`src/design/tdpt_pkg.sv`:
```
// ----------------------------------------------------------------------------
// tdpt_pkg
// Shared types for the trial division prime tester: the status bundle that
// the bit-serial remainder unit returns to the sequencer.
// ----------------------------------------------------------------------------
package tdpt_pkg;

    // Status of the remainder unit towards the sequencer
    typedef struct packed {
        logic done;     // one-cycle pulse: remainder is ready
        logic is_zero;  // remainder is zero (valid with done)
    } t_rem_status;

    // Width in bits of the result stream data
    localparam int unsigned RESULT_TDATA_W = 8;

endpackage

```
`src/design/tdpt_rem.sv`:
```
// ----------------------------------------------------------------------------
// tdpt_rem
// Bit-serial restoring remainder: the dividend shifts in one bit per cycle,
// MSB first, and the divisor is subtracted from the partial remainder whenever it fits.
// ----------------------------------------------------------------------------
module tdpt_rem #(
    parameter int VALUE_WIDTH = 27
) (
    input  logic                      i_clk,
    input  logic                      i_rst_n,
    input  logic                      i_start,
    input  logic [VALUE_WIDTH-1:0]    i_dividend,
    input  logic [VALUE_WIDTH-1:0]    i_divisor,   // held stable while busy
    output tdpt_pkg::t_rem_status     o_status
);

    localparam int CNT_W = $clog2(VALUE_WIDTH + 1);

    logic [VALUE_WIDTH-1:0] r_shift, n_shift;
    logic [VALUE_WIDTH-1:0] r_rem,   n_rem;
    logic [CNT_W-1:0]       r_cnt,   n_cnt;
    logic                   r_busy,  n_busy;
    logic                   r_done,  n_done;

    logic [VALUE_WIDTH:0]   trial;
    logic [VALUE_WIDTH:0]   diff;
    logic                   ge;

    // One restoring step
    assign trial = {r_rem, r_shift[VALUE_WIDTH-1]};
    assign diff  = trial - {1'b0, i_divisor};
    assign ge    = (trial >= {1'b0, i_divisor});

    always_comb begin
        n_shift = r_shift;
        n_rem   = r_rem;
        n_cnt   = r_cnt;
        n_busy  = r_busy;
        n_done  = 1'b0;
        if (i_start) begin
            n_shift = i_dividend;
            n_rem   = '0;
            n_cnt   = CNT_W'(VALUE_WIDTH);
            n_busy  = 1'b1;
        end else if (r_busy) begin
            n_shift = {r_shift[VALUE_WIDTH-2:0], 1'b0};
            n_rem   = ge ? diff[VALUE_WIDTH-1:0] : trial[VALUE_WIDTH-1:0];
            n_cnt   = r_cnt - CNT_W'(1);
            if (r_cnt == CNT_W'(1)) begin
                n_busy = 1'b0;
                n_done = 1'b1;
            end
        end
    end

    // Control state
    always_ff @(posedge i_clk) begin
        if (!i_rst_n) begin
            r_busy <= 1'b0;
            r_done <= 1'b0;
            r_cnt  <= '0;
        end else begin
            r_busy <= n_busy;
            r_done <= n_done;
            r_cnt  <= n_cnt;
        end
    end

    // Datapath
    always_ff @(posedge i_clk) begin
        r_shift <= n_shift;
        r_rem   <= n_rem;
    end

    assign o_status.done    = r_done;
    assign o_status.is_zero = (r_rem == '0);

endmodule

```
`config.mk`:
```
export PLATFORM = sky130hd
export DESIGN_NAME = tdpt_rem
export DESIGN_NICKNAME = d
export VERILOG_FILES = /design/src/design/tdpt_pkg.sv /design/src/design/tdpt_rem.sv
export SDC_FILE = /design/constraint.sdc
export NUM_CORES = 1
export LEC_CHECK = 0
export BUFFER_PORTS_ARGS = -buffer_cell sky130_fd_sc_hd__buf_2
export CAP_MARGIN = 20
export CELL_PAD_IN_SITES_DETAIL_PLACEMENT = 1
export CELL_PAD_IN_SITES_GLOBAL_PLACEMENT = 1
export CORE_ASPECT_RATIO = 1.2
export CORE_UTILIZATION = 44
export CTS_CLUSTER_DIAMETER = 30
export CTS_CLUSTER_SIZE = 40
export DETAILED_ROUTE_END_ITERATION = 12
export PLACE_DENSITY = 0.91
export SLEW_MARGIN = 10
export SYNTH_ARGS = -nofsm -noshare
export SYNTH_HDL_FRONTEND = slang
export SYNTH_SLANG_ARGS = --single-unit
```
`constraint.sdc`:
```
create_clock -name i_clk -period 5.9 [get_ports i_clk]
set_input_delay 0.295 -clock i_clk [delete_from_list [all_inputs] [get_ports i_clk]]
set_output_delay 0.295 -clock i_clk [all_outputs]
set_load 0.05 [all_outputs]
```
# == Yosys cells after proc, flatten, opt, wreduce, memory -nomap -nowiden ==
# Index checks and enable logic that the tools add are counted.
# word_totals
ff_bits,61
in_bits,57
output_inout_bits,2
word_cells,25
# classes
add_sub_neg,2
magnitude_cmp,1
eq_ne,1
muxes,9
n_bitwise,2
reduce_logical,4
# ops
op,n
27-bit two-way mux,3
28-bit by 27-bit >= comparator with 1-bit output,1
27-bit logical NOT,1
27-bit subtractor,1
5-bit two-way mux,2
"5-bit by 1-bit == test with 1-bit output, second input constant",1
"5-bit by 1-bit subtractor with 5-bit output, second input constant",1
1-bit two-way mux,4
3-bit OR reduction,1
1-bit inverter,2
2-bit nonzero test,1
2-bit OR reduction,1

# == Logic depth before layout (Yosys ltp) ==
# Gate-level depths: netlist of the first run.
# logic_depth
ltp_word,4
depth_mapped,11
depth_no_buf,10

# == Least setup slack after synthesis of the first run ==
# OpenSTA, ideal clock, no wires.
# synth_timing
path_kind,reg-to-reg
start,reg r_shift[26]
end,reg r_rem[0]
setup_time_ps,80
t_arrival_ps,2291
required_time_ps,5820
path_slack_ps,3529
path_stages_with_launch,11
path_buffers,0
period_less_slack_ps,2371
cell_sequence,edfxtp_1 -> inv_1 -> ha_1 -> fa_1 -> nor2b_4 -> o31ai_1 -> a211oi_2 -> o211ai_1 -> a21o_2 -> mux2_4 -> a211oi_2
# synth_between
elab_chain_cells,2
elab_cells_between_ends,3
classes_between,add/sub (1); order compare (1); mux (1)
# synth_rtl
item,line,text
"start, declared",tdpt_rem.sv:19,"logic [VALUE_WIDTH-1:0] r_shift, n_shift;"
"start signal, assigned",tdpt_rem.sv:71,r_shift <= n_shift;
27-bit subtractor / 28-bit by 27-bit >= comparator with 1-bit output (equally long branches),"tdpt_rem.sv:31, tdpt_rem.sv:32",
27-bit two-way mux *,tdpt_rem.sv:47,n_rem = ge ? diff[VALUE_WIDTH-1:0] : trial[VALUE_WIDTH-1:0];
"end signal, assigned",tdpt_rem.sv:72,r_rem <= n_rem;
"end, declared",tdpt_rem.sv:20,"logic [VALUE_WIDTH-1:0] r_rem, n_rem;"
# Every way passes the cells marked *; elsewhere a longest branch is shown, timed or not.
# A chain may end at the register's enable or synchronous reset.

# == Worst setup path after layout of the first run ==
# Ends and elaborated chain as after synthesis.

==> results.md, run 1 <==
- Global-route usage over all layers: 28.5%
- DR vias/cell: between 6 and 7
- Slew margin rel.: ~28%
- Port buffer count: 58
- R2R setup slack: between 2 and 3 ns
- Die Area: about 11000 µm²
- Clk sinks: slightly above 60
- Syn Nets: 590
- Commonest cells in the synthesized netlist: 55 x nor2_1, 52 x nand2_1, 34 x dfxtp_1, 34 x inv_1, 29 x ha_1
- Switching Share: 29.4%
- Leakage power total: 2.22 nW
- Int Power: between 0.9 and 1 mW
- Top post-synthesis cells by area: edfxtp_1 18%, dfxtp_1 15%, ha_1 8.2%
- Clk_skew: between 0.006 and 0.007 ns
- Hold Slack: 0.260 ns
- DR vias: about 4200
- Psw: between 0.4 and 0.5 mW
- Power Density: approximately 270 nW/µm²
- CP endpoint kind: register
- I/O pins: around 60
- Hold endpoint: r_shift[0]$_SDFFCE_PN0P_
- Sequential-to-total area share from yosys stat: about a third
- Drt first pass iters: 4
- Cells along the critical path: inv_1, ha_1, fa_1, nor2b_4, o31ai_1, a211oi_2, o211ai_1, a21o_2, mux2_4, a211oi_2
- WL/cell: 21.3 µm
- Area grow syn2layout: 15.6%
- Hold WC Path Type: input pin to register
- Post-route antenna net violation count: 0
- HPWL after DPL: slightly below 10000 µm
- Gr ovfl total: 0
- Clock input transition at the sequential cells of the worst setup and hold paths: roughly 0.06 ns
- DRC Markers: 0
- Die W: roughly 94 µm
- # Post-CTS Setup Buffers: 0
- Crit-path leading delay family: compound AO/OA/AOI/OAI gates
- Cell Rows: 39
- Final hold violations: 0
- N_diodes: 0
- CP Buf/Inv Count: 1
- Top FF cell, synth: dfxtp_1
- Reg power frac: a little under two fifths
- Critical path's slowest cell: a21o_2
- Final #Nets: between 600 and 700
- #FFs+latches synth: 61
- Required @ worst endpoint: 6.15 ns
- Post-Route WL: about 15000 µm
- Post-synth EDFFs: 27
- Final worst path period need: approximately 3.3 ns
- Hold path depth: 2
- RR Startpoint: r_shift[26]$_DFFE_PP_
- Initial Utilization: 46.1%
- Setup TNS: 0 ns
- Die height: ~110 µm
- Vias in the first global route: between 4000 and 5000
- Crit path largest cell delay: roughly 0.54 ns
- DR iter-0 viols: between 200 and 300
- Distinct cells, synth: 72
- Worst skew pair latency: around 0.33 ns
- CP arrival: 3.54 ns
- Max Cap Viol: 0
- Reg2reg path depth: 10
- CTS H-tree depth: 3
- Slew @ Worst Pin: approximately 1.1 ns
- Reg area: 1490 µm²
- Clock buffer depth: 2
- Area taken by multi-input logic gates: ~2700 µm²
- Number of fillers in the final layout: around 1100
- Clock network power share: 41.8%
- VDD IR max: ~0.00016 V
- Syn avg cell area: 8.85 µm²
- CTS Root Cell: clkbuf_16
- CTS Hold Bufs: 0
- Gate Count Post-Synth: 503
- Crit-path max FO: 22
- Max-slew violations: 0
- Peak Freq: between 0.3 and 0.4 GHz
- Leading area contributor after synthesis: edfxtp_1
- CTS tree: built
- Synth top area share: 18.2%
- Comb pwr share: about a fifth
- Initial antenna violation count: 0
- First-pass GRT wire length: around 23000 µm
- Largest net degree at the start of global routing: 58
- Total CTS buffers: 9
- Gpl congestion: around 0.85
- Mapped cell area: 4450 µm²
- Crit start category: register
- Period utilization: about 56%
- CP Class: register to register
- Cts repair resizes: 0
- Layout cells sized above 1: between 20 and 25%
- Critical Path Most Common Cell: a211oi_2
- Outcome: complete, no violations
- Async S/R FF share, synth: 0%
- Final setup viols: 0
- Most numerous cell in the Yosys netlist: nor2_1
- RSZ-0062 raised after global routing: no
- Core area: 9660 µm²
- Worst r2r dst: r_rem[0]$_SDFFE_PP0P_
- HP Start: i_dividend[0]
- Yosys Warn Count: 0
==> state kept, by name (all words and copies together), names as in the netlist <==
signal and count:
r_rem 27, r_shift 27, r_cnt 5, r_busy 1, r_done 1
==> through the flow <==
step,utilization [%],instances,area (µm²),worst slack (ns),total power [mW]
after floorplan,-,503,4450,3.53,0.701
after CTS,52.8,681,5100,2.65,1.36
after detailed placement,49.6,665,4790,2.71,0.782
final,53.3,683,5150,2.61,1.36
after global placement,49.6,665,4790,2.85,0.764
after global routing,53.3,683,5150,2.45,1.41
==> worst max path at each step <==
stage                     startpoint                      to  slack (ns)  cells after the start
2_1_floorplan  r_shift[26]$_DFFE_PP_   r_rem[0]$_SDFFE_PP0P_        3.53                     10
3_3_place_gp            i_divisor[0]   r_rem[8]$_SDFFE_PP0P_        2.85                     10
3_5_place_dp            i_divisor[0]  r_rem[23]$_SDFFE_PP0P_        2.71                     10
4_1_cts        r_shift[26]$_DFFE_PP_  r_rem[23]$_SDFFE_PP0P_        2.65                     10
5_1_grt        r_shift[26]$_DFFE_PP_   r_rem[0]$_SDFFE_PP0P_        2.45                     10
6_report       r_shift[26]$_DFFE_PP_   r_rem[0]$_SDFFE_PP0P_        2.61                     10
==> layout make-up <==
| class | instances | share of cell area [%] |
|---|---|---|
| clock inverter | 7 | 1.75 |
| timing repair buffer | 62 | 6.76 |
| sequential | 61 | 29.0 |
| tap | 123 | 2.99 |
| clock buffer | 9 | 4.38 |
| inverter | 34 | 2.48 |
| multi-input combinational | 387 | 52.7 |
==> cell families after synthesis <==
| kind of cell | synth area share, % |
|---|---|
| flops | 33.5 |
| buf+inv | 5.59 |
| simple gates | 20.2 |
| mux | 8.04 |
| compound gates | 19.5 |
| fa+ha+maj | 8.60 |
| xor+xnor | 4.53 |
==> routing by layer <==
layer	vias up	track usage (%)	part of all wire [%]
met5	-	0	0
met4	0	15.9	4.5
met3	51	3.79	4.3
met2	146	50.7	52
met1	2071	32.3	39
li1	1949	-	-
==> layout by cell type, fill, tap and decap left out, types with 4 or more instances in the layout <==
cell type,n
nand4_1,6
a211oi_1,5
nor2_1,55
nand2b_1,5
and2_1,4
a21oi_1,27
inv_1,34
a311oi_2,6
xor2_1,14
mux2_2,26
o21ai_0,19
nand2_1,52
nor4_1,9
clkbuf_16,9
mux2i_1,5
buf_2,58
dfxtp_1,34
nor3_1,13
xnor2_1,9
nand3_1,18
a22oi_1,6
edfxtp_1,27
a21o_1,7
ha_1,29
==> power groups by stage <==
stage | Combinational [mW] | Clock, mW | Sequential, mW
floorplan | 0.200 | 0 | 0.501
global placement | 0.257 | 0 | 0.507
detailed placement | 0.272 | 0 | 0.510
CTS | 0.283 | 0.572 | 0.503
global route | 0.315 | 0.586 | 0.506
finish | 0.290 | 0.571 | 0.503
Note: power is estimated with default switching activity, not from simulation.
==> run 2, diff against run 1 <==
Settings changed: CORE_UTILIZATION 44 to 40, PLACE_DENSITY 0.91 to 0.88.
Clock period 5.9 ns to 2.89 ns, I/O delays scaled along.
==> run 2 against run 1 <==
Register-to-register slack worse by 2.5 ns. Final area is 0.83% higher. Critical endpoint unchanged. Setup slack got worse by 2.5 ns. Via count decreased by 1.6%. Clock skew decreased by 0.00090 ns.
==> results.md, run 2 (synthesis results as in run 1) <==
- Outcome: complete, no violations
- R2R setup slack: 0.12 ns (-2.50 ns)
- Global-route usage over all layers: 25.2% (-3.3 points)
- Final hold violations: 0 (unchanged)
- DR iter-0 viols: 230 (-16%)
- Crit path largest cell delay: 0.46 ns (-0.08 ns)
- Leakage power total: 2.24 nW (+0.92%)
- Post-Route WL: 14000 µm (-3.9%)
- Peak Freq: 0.361 GHz (+19%)
- Final #Nets: 647 (+0.78%)
- RSZ-0062 raised after global routing: yes
- Total CTS buffers: 9 (unchanged)
- Commonest non-fill, non-tap cell in the layout: buf_2
- Slew @ Worst Pin: 1.08 ns (+0.00614 ns)
- Initial Utilization: 41.7% (-4.4 points)
- DRC Markers: 0 (unchanged)
- Clock input transition at the sequential cells of the worst setup and hold paths: 0.06 ns (about the same)
- Largest net degree at the start of global routing: 32 (-45%)
- Power Total: 2.85 mW (+110%)
- Reg2reg path depth: 8 (-2)
- CP arrival: 3.02 ns (-0.52 ns)
- Max-slew violations: 0 (unchanged)
- Gpl congestion: 0.852 (+0.67%)
- Final setup viols: 0 (unchanged)
- Final worst path period need: 2.77 ns (-0.515 ns)
- Critical path's slowest cell: ha_1
- Cells along the critical path: ha_1, and4_4, nand2_1, or3b_1, a41oi_2, a21o_2, mux2_4, a211oi_2
- Worst skew pair latency: 0.33 ns (about the same)
- Hold WC Path Type: input pin to register
- RR Startpoint: r_rem[22]$_SDFFE_PP0P_
- Drt first pass iters: 6 (+2)
- First-pass GRT wire length: 23000 µm (-0.48%)
- VDD IR max: 0.000248 V (+57%)
- Required @ worst endpoint: 3.14 ns (-3.01 ns)
- CTS Hold Bufs: 0 (unchanged)
- # Post-CTS Setup Buffers: 0 (unchanged)
- Hold endpoint: r_shift[0]$_SDFFCE_PN0P_
- DR vias: 4150 (-1.6%)
- DR vias/cell: 5.98 (-3.1%)
- Port buffer count: 58 (unchanged)
- Gr ovfl total: 0 (unchanged)
- HP Start: i_dividend[0]
- I/O pins: 59 (unchanged)
- HPWL after DPL: 9960 µm (+3.8%)
- N_diodes: 0 (unchanged)
- Vias in the first global route: 4546 (-0.20%)
- Area grow syn2layout: 16.6%
- CTS tree: built
- CTS Root Cell: clkbuf_16
- CTS H-tree depth: 3 (unchanged)
- Fin area: 5190 µm² (+0.83%)
- Slew margin rel.: 27.7% (-0.41 points)
- Crit-path max FO: 13 (-41%)
- Initial antenna violation count: 0 (unchanged)
- Clk_skew: 0.00608 ns (-0.000902 ns)
- CP Class: register to register
- Hold path depth: 2 (unchanged)
- Setup TNS: 0 ns (unchanged)
- Clock buffer depth: 2 (unchanged)
- Max Cap Viol: 0 (unchanged)
- Worst r2r dst: r_rem[0]$_SDFFE_PP0P_
- Clk sinks: 61 (unchanged)
- Die Area: 11600 µm² (+9.8%)
- WL/cell: 20.1 µm (-5.4%)
- Layout cells sized above 1: 22.8% (+0.51 points)
- Commonest non-fill, non-tap cells in the layout: 58 x buf_2, 55 x nor2_1, 52 x nand2_1, 34 x inv_1, 34 x dfxtp_1
- Post-route antenna net violation count: 0 (unchanged)
- Period utilization: 96.0% (+40 points)
- Cell Rows: 41 (+5.1%)
- Die height: 118 µm (+4.8%)
- Die W: 98.3 µm (+4.8%)
- Dpl cell area: 4850 µm² (+1.3%)
- Post-Place Setup Slack: 0.157 ns (-2.55 ns)
- Core area: 10700 µm² (+10%)
- CP endpoint kind: register
- Crit start category: register
- Power Density: 549 nW/µm² (+110%)
- Top flop regs: r_rem (27), r_shift (27), r_cnt (5)
- Final WS setup: 0.117 ns (-2.50 ns)
run 2: stage by stage:
| step | hold WS [ns] | std cells | utilization [%] |
|---|---|---|---|
| after floorplan | 0.342 | 503 | - |
| after global placement | 0.429 | 678 | 45.5 |
| after detailed placement | 0.439 | 678 | 45.5 |
| after CTS | 0.0995 | 694 | 48.6 |
| after global routing | 0.113 | 694 | 48.6 |
| final | 0.0962 | 694 | 48.6 |
run 2: area by class of cell:
type	instances	area, µm²
fill	1290	5480
multi-input combinational	387	2720
sequential	61	1490
timing repair buffer	67	362
clock buffer	10	229
tap	129	161
inverter	34	128
clock inverter	6	103
run 2: per-layer routing:
metal	part of all wire (%)	routed length, µm	track usage (%)
met5	0	0	0
met4	4.5	625	13.7
met3	3.6	497	3.56
met2	52	7240	45.8
met1	40	5610	27.9
run 2: power breakdown:
group	leakage, nW	total (mW)	switching (mW)	internal [mW]
Sequential	0.551	1.02	0.0445	0.980
Clock	0.162	1.24	0.405	0.835
Combinational	1.52	0.584	0.347	0.237
run 2: critical path, delay by kind of cell (launching register included):
family / cells / cell delay [ns]
AO/OA/AOI/OAI: 3 / 0.79
multiplexers: 1 / 0.33
flip-flops: 1 / 0.34
AND/OR/NAND/NOR: 3 / 0.76
adder cells (fa/ha/maj): 1 / 0.46
run 2: what timing repair did:
action / CTS / global route
hold endpoints to repair: 0 / 0
gates resized for setup: 0 / 5
setup endpoints to repair: 0 / 13
run 2: how the worst max path moves through the flow:
stage	end	startpoint
floorplan	r_rem[0]$_SDFFE_PP0P_	r_shift[26]$_DFFE_PP_
global placement	r_rem[0]$_SDFFE_PP0P_	r_shift[26]$_DFFE_PP_
detailed placement	r_rem[0]$_SDFFE_PP0P_	r_shift[26]$_DFFE_PP_
CTS	r_rem[0]$_SDFFE_PP0P_	r_shift[26]$_DFFE_PP_
global route	r_rem[0]$_SDFFE_PP0P_	r_rem[22]$_SDFFE_PP0P_
finish	r_rem[0]$_SDFFE_PP0P_	r_rem[22]$_SDFFE_PP0P_
==> run 3, diff against run 2 <==
Settings changed: CORE_UTILIZATION 40 to 44, PLACE_DENSITY 0.88 to 0.91.
Clock period 2.89 ns to 2.9 ns, I/O delays scaled along.
==> run 3 against run 2 <==
Sequential power about the same. Clock skew up 0.0035 ns. Wire length up 6.6%. Global-route usage up 4.2 points. Maximum frequency down 1.9%. Register-to-register slack worse by 0.04 ns. Critical path depth up 3. Clock power about the same. Final area about the same.
==> results.md, run 3 (synthesis results as in run 1) <==
- Die W: 93.8 µm (-4.6%)
- CP endpoint kind: register
- DRC Markers: 0 (unchanged)
- N_diodes: 0 (unchanged)
- CTS Hold Bufs: 0 (unchanged)
- Slew @ Worst Pin: 0.887 ns (-0.193 ns)
- Initial antenna violation count: 0 (unchanged)
- First-pass GRT wire length: 23600 µm (+3.0%)
- VDD IR max: 0.000273 V (+9.9%)
- Max Cap Viol: 0 (unchanged)
- Commonest non-fill, non-tap cells in the layout: 58 x buf_2, 55 x nor2_1, 52 x nand2_1, 34 x inv_1, 34 x dfxtp_1
- I/O pins: 59 (unchanged)
- Slew margin rel.: 40.6% (+13 points)
- Worst skew pair latency: 0.34 ns (about the same)
- Clk sinks: 61 (unchanged)
- Crit path largest cell delay: 0.39 ns (-0.07 ns)
- Metal1 wirelength: 5790 µm (+3.1%)
- CP Class: register to register
- Die Area: 10500 µm² (-8.9%)
- CTS Root Cell: clkbuf_16
- DR iter-0 viols: 278 (+21%)
- Cells along the critical path: inv_1, ha_1, fa_2, nor2b_4, o31ai_2, a211oi_2, o211ai_1, a21o_4, buf_4, a22oi_1, o21ai_0
- Vias in the first global route: 4576 (+0.66%)
- DR vias: 4320 (+4.1%)
- Global-route usage over all layers: 29.4% (+4.2 points)
- CTS H-tree depth: 3 (unchanged)
- HPWL after DPL: 9930 µm (-0.33%)
- WL met2: 7560 µm (+4.4%)
- Final #Nets: 648 (+0.15%)
- Max-slew violations: 0 (unchanged)
- Top sig layer: met4
- Port buffer count: 58 (unchanged)
- Crit-path leading delay family: compound AO/OA/AOI/OAI gates
- Gr ovfl total: 0 (unchanged)
- CP Buf/Inv Count: 2 (+2)
- Die height: 112 µm (-4.6%)
- Area grow syn2layout: 16.7% (about the same)
- CTS tree: built
- Final setup viols: 0 (unchanged)
- WL/cell: 21.6 µm (+7.3%)
- Final worst path period need: 2.83 ns (+0.0549 ns)
- Clock buffer depth: 2 (unchanged)
- DR vias/cell: 6.27 (+4.9%)
- Core area: 9660 µm² (-9.5%)
- Period utilization: 97.5% (+1.6 points)
- CP arrival: 3.02 ns (about the same)
- Crit start category: register
- Largest net degree at the start of global routing: 32 (unchanged)
- Final hold violations: 0 (unchanged)
- Util after Layout: 53.8% (+5.1 points)
- Area taken by multi-input logic gates: 2730 µm² (+0.32%)
- Setup TNS: 0 ns (unchanged)
- Commonest non-fill, non-tap cell in the layout: buf_2
- Crit-path max FO: 13 (unchanged)
- Total CTS buffers: 9 (unchanged)
- Top flop regs: r_rem (27), r_shift (27), r_cnt (5)
- Met3 wire len: 743 µm (+49%)
- Clk_skew: 0.00954 ns (+0.00346 ns)
- Cell Rows: 39 (-4.9%)
- Outcome: complete, no violations
- Required @ worst endpoint: 3.09 ns (-0.05 ns)
- Post-route antenna net violation count: 0 (unchanged)
- Reg area: 1490 µm² (unchanged)
- Post-Route WL: 14900 µm (+6.6%)
- RSZ-0062 raised after global routing: no
- Drt first pass iters: 5 (-1)
- Hold WC Path Type: input pin to register
- Clock input transition at the sequential cells of the worst setup and hold paths: 0.05 ns (about the same)
- Layout cells sized above 1: 23.1% (+0.31 points)
- Gpl congestion: 0.894 (+5.0%)
- Initial Utilization: 46.1% (+4.4 points)
- Number of fillers in the final layout: 1149 (-11%)
- Leakage power total: 2.24 nW (+0.18%)
- Peak Freq: 0.354 GHz (-1.9%)
- Power Density: 551 nW/µm² (+0.33%)
- Critical path's slowest cell: fa_2
==> run 3: report_power, final <==
group          internal [mW]  switching, mW
combinational          0.238          0.353
clock                  0.836          0.404
sequential             0.976         0.0529
total                   2.05          0.810
==> run 3: layout make-up <==
class / count / area share, %
Timing Repair Buffer: 68 / 7.03
Clock inverter: 5 / 1.90
Sequential cell: 61 / 28.7
Inverter: 34 / 2.46
Clock buffer: 11 / 4.48
Multi-Input combinational cell: 387 / 52.5
Tap cell: 123 / 2.96
==> run 3: worst paths after layout <==
| path | slack (ns) | startpoint | end | cells after the start |
|---|---|---|---|---|
| worst max register to register | 0.07 | r_shift[26]$_DFFE_PP_ | r_rem[21]$_SDFFE_PP0P_ | 11 |
| worst min-delay path | 0.11 | i_dividend[16] | r_shift[16]$_DFFE_PP_ | 2 |
| worst max-delay path | 0.07 | r_shift[26]$_DFFE_PP_ | r_rem[21]$_SDFFE_PP0P_ | 11 |
| worst min register to register | 0.53 | r_rem[17]$_SDFFE_PP0P_ | r_rem[17]$_SDFFE_PP0P_ | 2 |
==> run 3: repair_timing <==
| action | CTS | global route |
|---|---|---|
| setup endpoints to repair | 3 | 6 |
| pin swaps | 1 | 0 |
| resized for setup | 1 | 2 |
| buffers inserted | 0 | 0 |
==> run 3: metal layers <==
layer	global-route usage (%)	vias to the layer above
met4	18.9	0
met3	6.17	67
met2	50.6	180
li1	-	1963
met1	32.3	2110
met5	0	-
==> run 3: metrics by stage <==
step | setup slack [ns] | power [mW] | std cells | hold WS (ns) | instance area [µm²]
4_1_cts | 0.0190 | 2.85 | 688 | 0.104 | 5180
6_report | 0.0718 | 2.86 | 689 | 0.110 | 5190
3_3_place_gp | 0.306 | 1.56 | 672 | 0.429 | 4840
5_1_grt | 0.0174 | 2.95 | 689 | 0.112 | 5190
2_1_floorplan | 0.529 | 1.43 | 503 | 0.342 | 4450
3_5_place_dp | 0.146 | 1.60 | 672 | 0.440 | 4840
